[src/hdl/tspg_pkg.sv]
// ----------------------------------------------------------------------------
// tspg_pkg
// shared types and constants of the trapezoid step pulse generator
// ----------------------------------------------------------------------------
package tspg_pkg;

  localparam int POSITION_BITS_DEF   = 48;
  localparam int STEP_COUNT_BITS_DEF = 31;
  localparam int DELAY_BITS_DEF      = 16;

  // width of the configuration registers
  localparam int CFG_BITS = 16;

  localparam logic [15:0] MIN_DELAY_RST   = 16'd10;
  localparam logic [15:0] MAX_START_RST   = 16'd2000;
  localparam logic [15:0] RAMP_FRAC_RST   = 16'd13107;
  localparam int          RAMP_MIN        = 5;

  localparam int          ADDR_BITS       = 4;
  localparam logic [1:0]  REG_MIN_DELAY   = 2'd0;
  localparam logic [1:0]  REG_MAX_START   = 2'd1;
  localparam logic [1:0]  REG_RAMP_FRAC   = 2'd2;

  typedef enum logic [1:0] {
    PH_IDLE = 2'd0,
    PH_HIGH = 2'd1,
    PH_LOW  = 2'd2
  } phase_t;

  typedef enum logic [2:0] {
    C_READY = 3'd0,
    C_PREP  = 3'd1,
    C_MUL   = 3'd2,
    C_DIV   = 3'd3,
    C_FIN   = 3'd4
  } ctrl_state_t;

  typedef struct packed {
    logic accept;
    logic prep;
    logic mul;
    logic div;
    logic fin;
  } cmd_t;

  typedef struct packed {
    logic need_delay;
  } status_t;

endpackage

[src/hdl/tspg_datapath.sv]
// ----------------------------------------------------------------------------
// tspg_datapath
// move state, step timing and the serial multiply-divide for the step delay
// ----------------------------------------------------------------------------
module tspg_datapath #(
  parameter int POSITION_BITS   = tspg_pkg::POSITION_BITS_DEF,
  parameter int STEP_COUNT_BITS = tspg_pkg::STEP_COUNT_BITS_DEF,
  parameter int DELAY_BITS      = tspg_pkg::DELAY_BITS_DEF
) (
  input  logic                       clk,
  input  logic                       rst,
  input  tspg_pkg::cmd_t             cmd,
  output tspg_pkg::status_t          status,
  input  logic                       tick,
  input  logic                       start_req,
  input  logic                       stop_request,
  input  logic [STEP_COUNT_BITS-1:0] move_steps,
  input  logic                       move_cw,
  input  logic [DELAY_BITS-1:0]      run_delay_us,
  input  logic [15:0]                min_delay_us,
  input  logic [15:0]                start_limit_us,
  input  logic [15:0]                ramp_fraction_q16,
  output logic                       o_pulse,
  output logic                       o_dir_cw,
  output logic [POSITION_BITS-1:0]   o_position,
  output logic                       o_busy_res,
  output logic                       o_finished,
  output logic                       o_aborted,
  output logic [DELAY_BITS-1:0]      o_half_period
);

  localparam int S  = STEP_COUNT_BITS;
  localparam int DW = (DELAY_BITS > tspg_pkg::CFG_BITS) ? DELAY_BITS : tspg_pkg::CFG_BITS;
  localparam int PW = DW + S;

  tspg_pkg::phase_t phase, phase_next;
  logic [S-1:0]             step_index, step_index_next;
  logic [DELAY_BITS-1:0]    tick_count, tick_count_next;
  logic [DELAY_BITS-1:0]    cur_delay, cur_delay_next;
  logic [S-1:0]             total_latched, total_latched_next;
  logic [DW-1:0]            cruise_latched, cruise_latched_next;
  logic [DW-1:0]            start_latched, start_latched_next;
  logic [S-1:0]             ramp_latched, ramp_latched_next;
  logic                     dir_latched, dir_latched_next;
  logic [POSITION_BITS-1:0] step_position, step_position_next;
  logic                     pulse_level, pulse_level_next;

  // work registers of the delay computation
  logic [S-1:0]  k_reg;
  logic [DW-1:0] mag;
  logic          ramping;
  logic          descend;
  logic [PW-1:0] prod;
  logic [S-1:0]  rem;
  logic [DW-1:0] quo;

  logic          done, ab, go_step, need_delay;
  logic [DW-1:0] min_w, rdel_w, run_v, st_v;
  logic [DW+1:0] run_x4, max_w;
  logic [S+15:0] ramp_prod;
  logic [S-1:0]  ramp_v;
  logic [DELAY_BITS-1:0] tc_inc;
  logic [S-1:0]  si_inc;

  logic          in_up, in_down;
  logic [S:0]    trial;
  logic          ge;
  logic [DW-1:0] d_raw, d_clamp;
  logic [DELAY_BITS-1:0] d_fin;

  assign min_w  = DW'(min_delay_us);
  assign rdel_w = DW'(run_delay_us);
  assign run_v  = (rdel_w < min_w) ? min_w : rdel_w;
  assign run_x4 = {run_v, 2'b00};
  assign max_w  = (DW + 2)'(start_limit_us);
  assign st_v   = (run_x4 > max_w) ? max_w[DW-1:0] : run_x4[DW-1:0];
  assign ramp_prod = (S + 16)'(move_steps) * (S + 16)'(ramp_fraction_q16);
  assign ramp_v = (ramp_prod[S+15:16] < S'(tspg_pkg::RAMP_MIN)) ?
                  S'(tspg_pkg::RAMP_MIN) : ramp_prod[S+15:16];
  assign tc_inc = tick_count + 1'b1;
  assign si_inc = step_index + 1'b1;

  always_comb begin
    phase_next          = phase;
    step_index_next     = step_index;
    tick_count_next     = tick_count;
    cur_delay_next      = cur_delay;
    total_latched_next  = total_latched;
    cruise_latched_next = cruise_latched;
    start_latched_next  = start_latched;
    ramp_latched_next   = ramp_latched;
    dir_latched_next    = dir_latched;
    step_position_next  = step_position;
    pulse_level_next    = pulse_level;
    done       = 1'b0;
    ab         = 1'b0;
    go_step    = 1'b0;
    need_delay = 1'b0;
    if (cmd.accept) begin
      if (phase != tspg_pkg::PH_HIGH && phase != tspg_pkg::PH_LOW) begin
        phase_next = tspg_pkg::PH_IDLE;
        if (start_req) begin
          if (move_steps == '0 || run_delay_us == '0) begin
            done = 1'b1;
          end else begin
            total_latched_next  = move_steps;
            cruise_latched_next = run_v;
            start_latched_next  = st_v;
            ramp_latched_next   = ramp_v;
            dir_latched_next    = move_cw;
            step_index_next     = '0;
            go_step             = 1'b1;
          end
        end
      end else if (tick) begin
        tick_count_next = tc_inc;
        if (tc_inc >= cur_delay || tc_inc == '0) begin
          tick_count_next = '0;
          if (phase == tspg_pkg::PH_HIGH) begin
            pulse_level_next = 1'b0;
            phase_next       = tspg_pkg::PH_LOW;
          end else begin
            step_index_next = si_inc;
            if (si_inc >= total_latched || si_inc == '0) begin
              phase_next = tspg_pkg::PH_IDLE;
              done       = 1'b1;
            end else begin
              go_step = 1'b1;
            end
          end
        end
      end
      if (go_step) begin
        if (stop_request) begin
          phase_next       = tspg_pkg::PH_IDLE;
          pulse_level_next = 1'b0;
          done             = 1'b1;
          ab               = 1'b1;
        end else begin
          need_delay         = 1'b1;
          step_position_next = dir_latched_next ? step_position + 1'b1 : step_position - 1'b1;
          pulse_level_next   = 1'b1;
          tick_count_next    = '0;
          phase_next         = tspg_pkg::PH_HIGH;
        end
      end
    end
    if (cmd.fin) begin
      cur_delay_next = d_fin;
    end
  end

  assign status.need_delay = need_delay;

  // ramp position of the current step
  assign in_up   = step_index < ramp_latched;
  assign in_down = step_index >= (total_latched - ramp_latched);

  // restoring division, one quotient bit a cycle
  assign trial = {rem, prod[PW-1]};
  assign ge    = trial >= {1'b0, ramp_latched};

  always_comb begin
    if (!ramping) begin
      d_raw = cruise_latched;
    end else if (descend) begin
      d_raw = start_latched - quo;
    end else begin
      d_raw = start_latched + quo;
    end
    d_clamp = (d_raw < min_w) ? min_w : d_raw;
    if (d_clamp == '0) begin
      d_clamp = DW'(1);
    end
    d_fin = d_clamp[DELAY_BITS-1:0];
  end

  always_ff @(posedge clk) begin
    if (rst) begin
      phase          <= tspg_pkg::PH_IDLE;
      step_index     <= '0;
      tick_count     <= '0;
      cur_delay      <= '0;
      total_latched  <= '0;
      cruise_latched <= '0;
      start_latched  <= '0;
      ramp_latched   <= S'(tspg_pkg::RAMP_MIN);
      dir_latched    <= 1'b1;
      step_position  <= '0;
      pulse_level    <= 1'b0;
    end else begin
      phase          <= phase_next;
      step_index     <= step_index_next;
      tick_count     <= tick_count_next;
      cur_delay      <= cur_delay_next;
      total_latched  <= total_latched_next;
      cruise_latched <= cruise_latched_next;
      start_latched  <= start_latched_next;
      ramp_latched   <= ramp_latched_next;
      dir_latched    <= dir_latched_next;
      step_position  <= step_position_next;
      pulse_level    <= pulse_level_next;
    end
  end

  always_ff @(posedge clk) begin
    if (cmd.prep) begin
      ramping <= in_up || in_down;
      k_reg   <= in_up ? step_index : (total_latched - 1'b1 - step_index);
      descend <= start_latched >= cruise_latched;
      mag     <= (start_latched >= cruise_latched) ? start_latched - cruise_latched
                                                   : cruise_latched - start_latched;
    end
    if (cmd.mul) begin
      prod <= PW'(mag) * PW'(k_reg);
      rem  <= '0;
      quo  <= '0;
    end
    if (cmd.div) begin
      rem  <= ge ? S'(trial - {1'b0, ramp_latched}) : trial[S-1:0];
      prod <= {prod[PW-2:0], 1'b0};
      quo  <= {quo[DW-2:0], ge};
    end
  end

  // result register
  always_ff @(posedge clk) begin
    if (cmd.accept && !need_delay) begin
      o_pulse       <= pulse_level_next;
      o_dir_cw      <= dir_latched_next;
      o_position    <= step_position_next;
      o_busy_res    <= (phase_next == tspg_pkg::PH_HIGH) || (phase_next == tspg_pkg::PH_LOW);
      o_finished    <= done;
      o_aborted     <= ab;
      o_half_period <= cur_delay_next;
    end else if (cmd.fin) begin
      o_pulse       <= pulse_level;
      o_dir_cw      <= dir_latched;
      o_position    <= step_position;
      o_busy_res    <= 1'b1;
      o_finished    <= 1'b0;
      o_aborted     <= 1'b0;
      o_half_period <= d_fin;
    end
  end

endmodule

[src/hdl/tspg_ctrl.sv]
// ----------------------------------------------------------------------------
// tspg_ctrl
// sequencer for item acceptance, the delay computation and the result slot
// ----------------------------------------------------------------------------
module tspg_ctrl #(
  parameter int STEP_COUNT_BITS = tspg_pkg::STEP_COUNT_BITS_DEF,
  parameter int DELAY_BITS      = tspg_pkg::DELAY_BITS_DEF
) (
  input  logic              clk,
  input  logic              rst,
  input  logic              s_tvalid,
  output logic              s_tready,
  output logic              m_tvalid,
  input  logic              m_tready,
  input  tspg_pkg::status_t status,
  output tspg_pkg::cmd_t    cmd
);

  localparam int DW = (DELAY_BITS > tspg_pkg::CFG_BITS) ? DELAY_BITS : tspg_pkg::CFG_BITS;
  localparam int PW = DW + STEP_COUNT_BITS;
  localparam int CW = $clog2(PW);

  tspg_pkg::ctrl_state_t state, state_next;
  logic [CW-1:0] cnt, cnt_next;
  logic          m_tvalid_next;
  logic          div_last;

  assign div_last = cnt == CW'(PW - 1);
  assign s_tready = (state == tspg_pkg::C_READY) && (!m_tvalid || m_tready);

  always_comb begin
    state_next = state;
    cnt_next   = cnt;
    cmd        = '0;
    cmd.accept = s_tvalid && s_tready;
    m_tvalid_next = m_tvalid && !m_tready;
    case (state)
      tspg_pkg::C_READY: begin
        if (cmd.accept) begin
          if (status.need_delay) begin
            state_next = tspg_pkg::C_PREP;
          end else begin
            m_tvalid_next = 1'b1;
          end
        end
      end
      tspg_pkg::C_PREP: begin
        cmd.prep   = 1'b1;
        state_next = tspg_pkg::C_MUL;
      end
      tspg_pkg::C_MUL: begin
        cmd.mul    = 1'b1;
        cnt_next   = '0;
        state_next = tspg_pkg::C_DIV;
      end
      tspg_pkg::C_DIV: begin
        cmd.div  = 1'b1;
        cnt_next = cnt + 1'b1;
        if (div_last) begin
          state_next = tspg_pkg::C_FIN;
        end
      end
      tspg_pkg::C_FIN: begin
        cmd.fin       = 1'b1;
        m_tvalid_next = 1'b1;
        state_next    = tspg_pkg::C_READY;
      end
      default: begin
        state_next = tspg_pkg::C_READY;
      end
    endcase
  end

  always_ff @(posedge clk) begin
    if (rst) begin
      state    <= tspg_pkg::C_READY;
      cnt      <= '0;
      m_tvalid <= 1'b0;
    end else begin
      state    <= state_next;
      cnt      <= cnt_next;
      m_tvalid <= m_tvalid_next;
    end
  end

  a_step_goes_to_prep: assert property (@(posedge clk) disable iff (rst)
    (cmd.accept && status.need_delay) |=> (state == tspg_pkg::C_PREP))
    else $error("step start did not launch the delay computation");

  a_div_ends_in_fin: assert property (@(posedge clk) disable iff (rst)
    (state == tspg_pkg::C_DIV && div_last) |=> (state == tspg_pkg::C_FIN))
    else $error("division did not finish after its last bit");

  a_fin_shows_result: assert property (@(posedge clk) disable iff (rst)
    (state == tspg_pkg::C_FIN) |=> m_tvalid)
    else $error("finished step start left no result");

  a_slot_free_while_working: assert property (@(posedge clk) disable iff (rst)
    (state == tspg_pkg::C_PREP || state == tspg_pkg::C_MUL || state == tspg_pkg::C_DIV)
      |-> !m_tvalid)
    else $error("result slot occupied during delay computation");

endmodule

[src/hdl/trapezoid_step_pulse_generator_unit.sv]
// ----------------------------------------------------------------------------
// trapezoid_step_pulse_generator_unit
// trapezoidal ramp step pulse generator with stream ports and apb registers
// ----------------------------------------------------------------------------
// Each input item is one microsecond tick plus start/stop commands and the move
// settings; each item yields exactly one result item with the pulse level,
// direction, signed position, busy, done/aborted flags and the half-period of
// the current step. An item that does not begin a step is answered straight
// from the result register, and such items can follow each other every cycle
// while the result slot is free or being taken. An item that begins a step
// (the start item, or the tick that closes the low phase of a step) runs the
// ramp delay through a shift-subtract divider over |start-cruise|*k, one
// quotient bit a cycle, through the prep, mul, div and fin states; the block
// takes no new item before that ends. Registers are to be written over apb
// only while the block is idle; the block itself does not enforce it.
module trapezoid_step_pulse_generator_unit #(
  parameter int POSITION_BITS   = tspg_pkg::POSITION_BITS_DEF,
  parameter int STEP_COUNT_BITS = tspg_pkg::STEP_COUNT_BITS_DEF,
  parameter int DELAY_BITS      = tspg_pkg::DELAY_BITS_DEF,
  localparam int IN_BITS  = 3 + STEP_COUNT_BITS + 1 + DELAY_BITS,
  localparam int IN_W     = ((IN_BITS + 7) / 8) * 8,
  localparam int OUT_BITS = 2 + POSITION_BITS + 3 + DELAY_BITS,
  localparam int OUT_W    = ((OUT_BITS + 7) / 8) * 8
) (
  input  logic                          clk,
  input  logic                          rst,
  // input item
  input  logic                          s_tvalid,
  output logic                          s_tready,
  // tick, start_req, stop_request, move_steps, move_cw, run_delay_us
  input  logic [IN_W-1:0]               s_tdata,
  // result item
  output logic                          m_tvalid,
  input  logic                          m_tready,
  // pulse, dir_cw, position, busy_res, done, aborted, half_period
  output logic [OUT_W-1:0]              m_tdata,
  // register port
  input  logic                          psel,
  input  logic                          penable,
  input  logic                          pwrite,
  input  logic [tspg_pkg::ADDR_BITS-1:0] paddr,
  input  logic [31:0]                   pwdata,
  output logic [31:0]                   prdata,
  output logic                          pready
);

  localparam int S = STEP_COUNT_BITS;

  tspg_pkg::cmd_t    cmd;
  tspg_pkg::status_t status;

  logic [15:0] min_delay_us;
  logic [15:0] start_limit_us;
  logic [15:0] ramp_fraction_q16;
  logic [1:0]  reg_idx;
  logic        wr_en;

  logic                     o_pulse, o_dir_cw, o_busy_res, o_finished, o_aborted;
  logic [POSITION_BITS-1:0] o_position;
  logic [DELAY_BITS-1:0]    o_half_period;

  // apb registers, word addressed
  assign pready  = 1'b1;
  assign reg_idx = paddr[3:2];
  assign wr_en   = psel && penable && pwrite && pready;

  always_ff @(posedge clk) begin
    if (rst) begin
      min_delay_us      <= tspg_pkg::MIN_DELAY_RST;
      start_limit_us    <= tspg_pkg::MAX_START_RST;
      ramp_fraction_q16 <= tspg_pkg::RAMP_FRAC_RST;
    end else if (wr_en) begin
      case (reg_idx)
        tspg_pkg::REG_MIN_DELAY: min_delay_us      <= pwdata[15:0];
        tspg_pkg::REG_MAX_START: start_limit_us    <= pwdata[15:0];
        tspg_pkg::REG_RAMP_FRAC: ramp_fraction_q16 <= pwdata[15:0];
        default: ;
      endcase
    end
  end

  always_comb begin
    case (reg_idx)
      tspg_pkg::REG_MIN_DELAY: prdata = {16'b0, min_delay_us};
      tspg_pkg::REG_MAX_START: prdata = {16'b0, start_limit_us};
      tspg_pkg::REG_RAMP_FRAC: prdata = {16'b0, ramp_fraction_q16};
      default:                 prdata = '0;
    endcase
  end

  tspg_ctrl #(
    .STEP_COUNT_BITS(STEP_COUNT_BITS),
    .DELAY_BITS     (DELAY_BITS)
  ) u_ctrl (
    .clk     (clk),
    .rst     (rst),
    .s_tvalid(s_tvalid),
    .s_tready(s_tready),
    .m_tvalid(m_tvalid),
    .m_tready(m_tready),
    .status  (status),
    .cmd     (cmd)
  );

  // unpack the input item, tick in bit 0
  tspg_datapath #(
    .POSITION_BITS  (POSITION_BITS),
    .STEP_COUNT_BITS(STEP_COUNT_BITS),
    .DELAY_BITS     (DELAY_BITS)
  ) u_dp (
    .clk               (clk),
    .rst               (rst),
    .cmd               (cmd),
    .status            (status),
    .tick              (s_tdata[0]),
    .start_req         (s_tdata[1]),
    .stop_request      (s_tdata[2]),
    .move_steps        (s_tdata[3 +: S]),
    .move_cw           (s_tdata[3 + S]),
    .run_delay_us      (s_tdata[4 + S +: DELAY_BITS]),
    .min_delay_us      (min_delay_us),
    .start_limit_us    (start_limit_us),
    .ramp_fraction_q16 (ramp_fraction_q16),
    .o_pulse           (o_pulse),
    .o_dir_cw          (o_dir_cw),
    .o_position        (o_position),
    .o_busy_res        (o_busy_res),
    .o_finished        (o_finished),
    .o_aborted         (o_aborted),
    .o_half_period     (o_half_period)
  );

  // pack the result item, pulse in bit 0, zero padded to whole bytes
  assign m_tdata = OUT_W'({o_half_period, o_aborted, o_finished, o_busy_res,
                           o_position, o_dir_cw, o_pulse});

endmodule
[config.mk]
export PLATFORM = sky130hd
export DESIGN_NAME = trapezoid_step_pulse_generator_unit
export DESIGN_NICKNAME = d
export VERILOG_FILES = /design/src/hdl/tspg_pkg.sv /design/src/hdl/tspg_datapath.sv /design/src/hdl/tspg_ctrl.sv /design/src/hdl/trapezoid_step_pulse_generator_unit.sv
export SDC_FILE = /design/constraint.sdc
export NUM_CORES = 2
export LEC_CHECK = 0
export BUFFER_PORTS_ARGS = -buffer_cell sky130_fd_sc_hd__buf_2
export CORE_ASPECT_RATIO = 1.5
export CORE_MARGIN = 10
export CORE_UTILIZATION = 65
export CTS_CLUSTER_DIAMETER = 80
export DETAILED_ROUTE_END_ITERATION = 10
export HOLD_SLACK_MARGIN = 0.12
export PLACE_DENSITY_LB_ADDON = 0.12
export SKIP_LAST_GASP = 1
export SLEW_MARGIN = 20
export SYNTH_ARGS = -nofsm -noshare
export SYNTH_HDL_FRONTEND = slang
export SYNTH_SLANG_ARGS = --single-unit
[constraint.sdc]
create_clock -name clk -period 9.2 [get_ports clk]
set_input_delay 0.92 -clock clk [delete_from_list [all_inputs] [get_ports clk]]
set_output_delay 0.92 -clock clk [all_outputs]
set_load 0.01 [all_outputs]
==> results.md <==
- The flow ran to the end, and the final reports show no timing, DRC or antenna violations.
- STA classifies the critical path endpoint as a flip-flop.
- The first global-routing pass estimated 292 mm of wire.
- The class of the most critical hold timing path is reg -> reg.
- Ranked by total cell area, the synthesized netlist is headed by fa_1 (25%), ha_1 (11%), edfxtp_1 (9.9%).
- After the first detailed-routing iteration, the DRC count stood at 3382.
- The number of hold-slack violations in the final timing report came to 0.
- The clock input transition at the sequential cells of the worst setup and hold paths is 0.07 ns.
- In the routed design, unresolved DRC markers number 0.
- STA classifies the critical path startpoint as a flip-flop.
- Of all flip-flops after synthesis, the portion carrying an async set or reset was 0.
- Setup repair after global routing left no endpoint under its margin.
- The max-slew violation total from the final report is 0.
- During synthesis, Yosys emitted a total of 0 warnings.
- The quantity of I/O buffers inserted on ports is 162.
- The synthesized netlist cell count is about 7600.
- The H-tree was split into 2 levels.
- The detailed-route wire length is between 150 and 200 mm.
- Summing all placed instances gives a cell area of 65700 µm².
- The I/O pin count is 206.
- The worst hold path was traced through 0 stages.
- The maximum fanout count along the critical path is 15.
- The tool flagged a number of max-cap violations equal to 0.
- The horizontal extent of the die is approximately 280 µm.
- The post-cts sizing count is 0.
- The total congestion overflow after global routing is 0.
- The share of power burned in the clock network is 0.090.
- Data arrives at the worst endpoint at 9.10 ns.
- The number of buffers inserted for hold repair after clock tree synthesis is 0.
- The startpoint identified for the worst register-to-register timing path is ramp_fraction_q16[12].
- The number of antenna violations at the first check in global routing is 4.
- The pin count of the biggest net entering global routing is 82.
- The maximum resistive drop on vdd is 0.000536 V.
- In this run, synthesis produced a sequential element count of 479.
- The switching power is 0.0133 W.
- The clock passes through at most 3 buffers.
- Clock tree synthesis selected as its root buffer the cell clkbuf_16.
- After synthesis, the most frequently instantiated cells are nand2_1 (1227), inv_1 (1075), fa_1 (814).
- At the later pin of the worst-skew pair, clock insertion delay measures 0.67 ns.
- The worst pin sits at a relative slew slack of 0.200.
- The total setup violations reported at the end of the flow is 0.
- The worst setup path is of the reg -> reg kind.
- Data on the critical path is required at its endpoint by slightly below 10 ns.
- Derived from the worst setup path, the maximum achievable clock frequency is about 120 MHz.
- The die area is roughly 110000 µm².
- The start point of the worst hold path is u_dp.step_position[47].
- The clock skew is around 0.037 ns.
- The post-route worst setup slack is 0.637 ns.
- The synthesized design contains 211 enable-type register cells.
- For this configuration, the core starts out at a cell density of 0.653.
- Summed over all nets, the half-perimeter wirelength after detailed placement is 144 mm.
- The detail route stage leaves a number of antenna-violating nets equal to 0.
- After detailed routing, the average wire length per cell comes to 20.7 µm.
- Setup total negative slack on the finished layout was measured at 0 ns.
- Across all layers, the routed design uses about 53000 vias.
- For this run, the post-layout net count is a little under 9000.
- The static leakage power is between 30 and 40 nW.
- The share of total power dissipated in combinational logic is 0.807.
- After clock tree synthesis, the setup repair step added 0 buffers.
- In the final layout, the registers with the most flip-flops are u_dp.o_position x48, u_dp.step_position x48, u_dp.prod x47.
- The beginning of the critical path is ramp_fraction_q16[12].
- The power per cell area is 372 nW/µm².
- The path depth of the worst reg2reg path is 24.
- Before CTS, the worst setup slack after placement is 0.673 ns.
- The via count of the first global-routing pass came to 56100.
- Yosys mapped the design onto 84 distinct sky130hd cell types.
- The CTS tree is yes.
- The share of the clock period used by the worst path after layout is 0.931.
- The via density per instance is 6.05.
- The pin slew with the least headroom to its limit is around 1.2 ns.
- The fraction of layout cells with a size suffix above 1 is 0.0554.
- The fraction of synthesized cell area taken by the top area cell type is 0.254.
- After floorplanning, the core was sized to cover 98300 µm².
- The routed design could run at a clock period as short as around 8.6 ns.
- The first detailed-routing pass ran for 7 iterations.
- The global placement routability congestion is 0.968.
- The synthesized design spends more area on one cell type than any other, namely fa_1.
- The share of the Yosys chip area taken by registers is 0.182.
- The die extent in y is 405 µm.
- The number of clock buffers added by TritonCTS is 52.
- In the global route stage, overall resource usage came out at 0.324.
- Summing every instance area after synthesis gives 64200 µm².
- Of the total power, the share spent switching nets is 0.530.
- Dividing the synthesized area by the synthesized cell count gives 8.47 µm².
- The count of standard-cell rows is 141.
- CTS saw 479 sinks.
- The relative area change from synthesis to final layout is 5.31%.
- The cell-internal power is 0.0118 W.
- The most instantiated flip-flop cell in the synthesis netlist is dfxtp_1.
- The finished cells cover 67600 µm².
- The library cell with the highest instance count after synthesis is nand2_1.
- The sequential group share of total power is 0.102.
[layout make-up]
type / instances / area, µm²
Antenna cell: 4 / 10.0
Clock buffer: 68 / 1460
Clock inverter: 28 / 354
Fill cell: 8084 / 30700
Inverter: 1077 / 4050
Multi-Input combinational cell: 5587 / 46800
Sequential cell: 479 / 11700
Tap cell: 1287 / 1610
Timing Repair Buffer: 264 / 1610
[stage by stage]
step           cells  utilization  hold slack [ns]  total power [W]
3_3_place_gp    8694        0.669            0.431           0.0221
4_1_cts         8790        0.687            0.452           0.0249
3_5_place_dp    8694        0.669            0.432           0.0225
2_1_floorplan   7591            -            0.432           0.0173
5_1_grt         8793        0.688            0.476           0.0274
6_report        8794        0.688            0.451           0.0251
[final timing paths]
kind | endpoint | slack, ns
min reg2reg | u_dp.o_position[47] | 0.45
max | u_dp.ramp_latched[2] | 0.64
max reg2reg | u_dp.ramp_latched[2] | 0.64
min | u_dp.o_position[47] | 0.45
[layer usage]
layer / vias up / wire [µm] / track usage
met1: 26100 / 65900 / 0.352
met5: - / 0 / 0
met3: 679 / 10000 / 0.0393
met4: 0 / 14300 / 0.225
met2: 1937 / 91900 / 0.583
li1: 24500 / - / -
[cell usage in the layout, fill, tap and decap left out, types with 17 or more instances in the layout]
cell,n
nand2_1,1225
inv_1,1074
fa_1,814
ha_1,576
a21oi_1,475
nor2_1,324
and2_1,323
o21ai_0,301
dfxtp_1,264
edfxtp_1,211
xnor2_1,185
buf_2,161
a21o_1,141
nand3_1,111
buf_4,100
xor2_1,96
nor3_1,89
nand4_1,72
a211oi_1,63
clkbuf_16,54
nand2b_1,52
and3_1,52
a31oi_1,49
mux2i_1,49
o21a_1,49
nor2b_1,48
o211ai_1,46
nor4_1,46
o21bai_1,40
or3_1,31
o31ai_1,29
conb_1,20
a22o_1,19
a311o_1,17
[critical path, cell delays in order (launching register included)]
cell	delay [ns]
dfxtp_1	1.10
buf_4	0.41
nand2_1	0.13
fa_1	0.53
inv_1	0.06
fa_1	0.56
fa_1	0.46
fa_1	0.46
fa_1	0.49
inv_1	0.05
fa_1	0.54
inv_1	0.06
ha_1	0.35
nand2_1	0.16
o21ai_0	0.24
a21boi_0	0.60
o211ai_1	0.23
o21ai_0	0.41
xnor2_1	0.20
nand2b_1	0.17
or4_1	0.48
nor4_1	0.27
buf_4	0.18
nor2_1	0.04
a311oi_1	0.23
[kinds of logic (layout without fill, tap and decap cells)]
logic type	Yosys count	count (layout)	synth area share
other	2	24	0.000117
XOR/XNOR	282	282	0.0385
AND/OR/NAND/NOR	2459	2459	0.178
flip-flops	479	479	0.182
multiplexers	65	65	0.0105
buffers and inverters	1525	1437	0.0911
adder cells (fa/ha/maj)	1390	1390	0.366
AO/OA/AOI/OAI	1371	1371	0.133
[power by group through the flow]
stage | clock network [W] | registers (W) | logic (W)
finish | 0.00227 | 0.00258 | 0.0203
global route | 0.00237 | 0.00259 | 0.0224
CTS | 0.00230 | 0.00257 | 0.0200
detailed placement | 0 | 0.00262 | 0.0198
global placement | 0 | 0.00261 | 0.0195
floorplan | 0 | 0.00255 | 0.0148
Power figures use the tool's default switching activity.
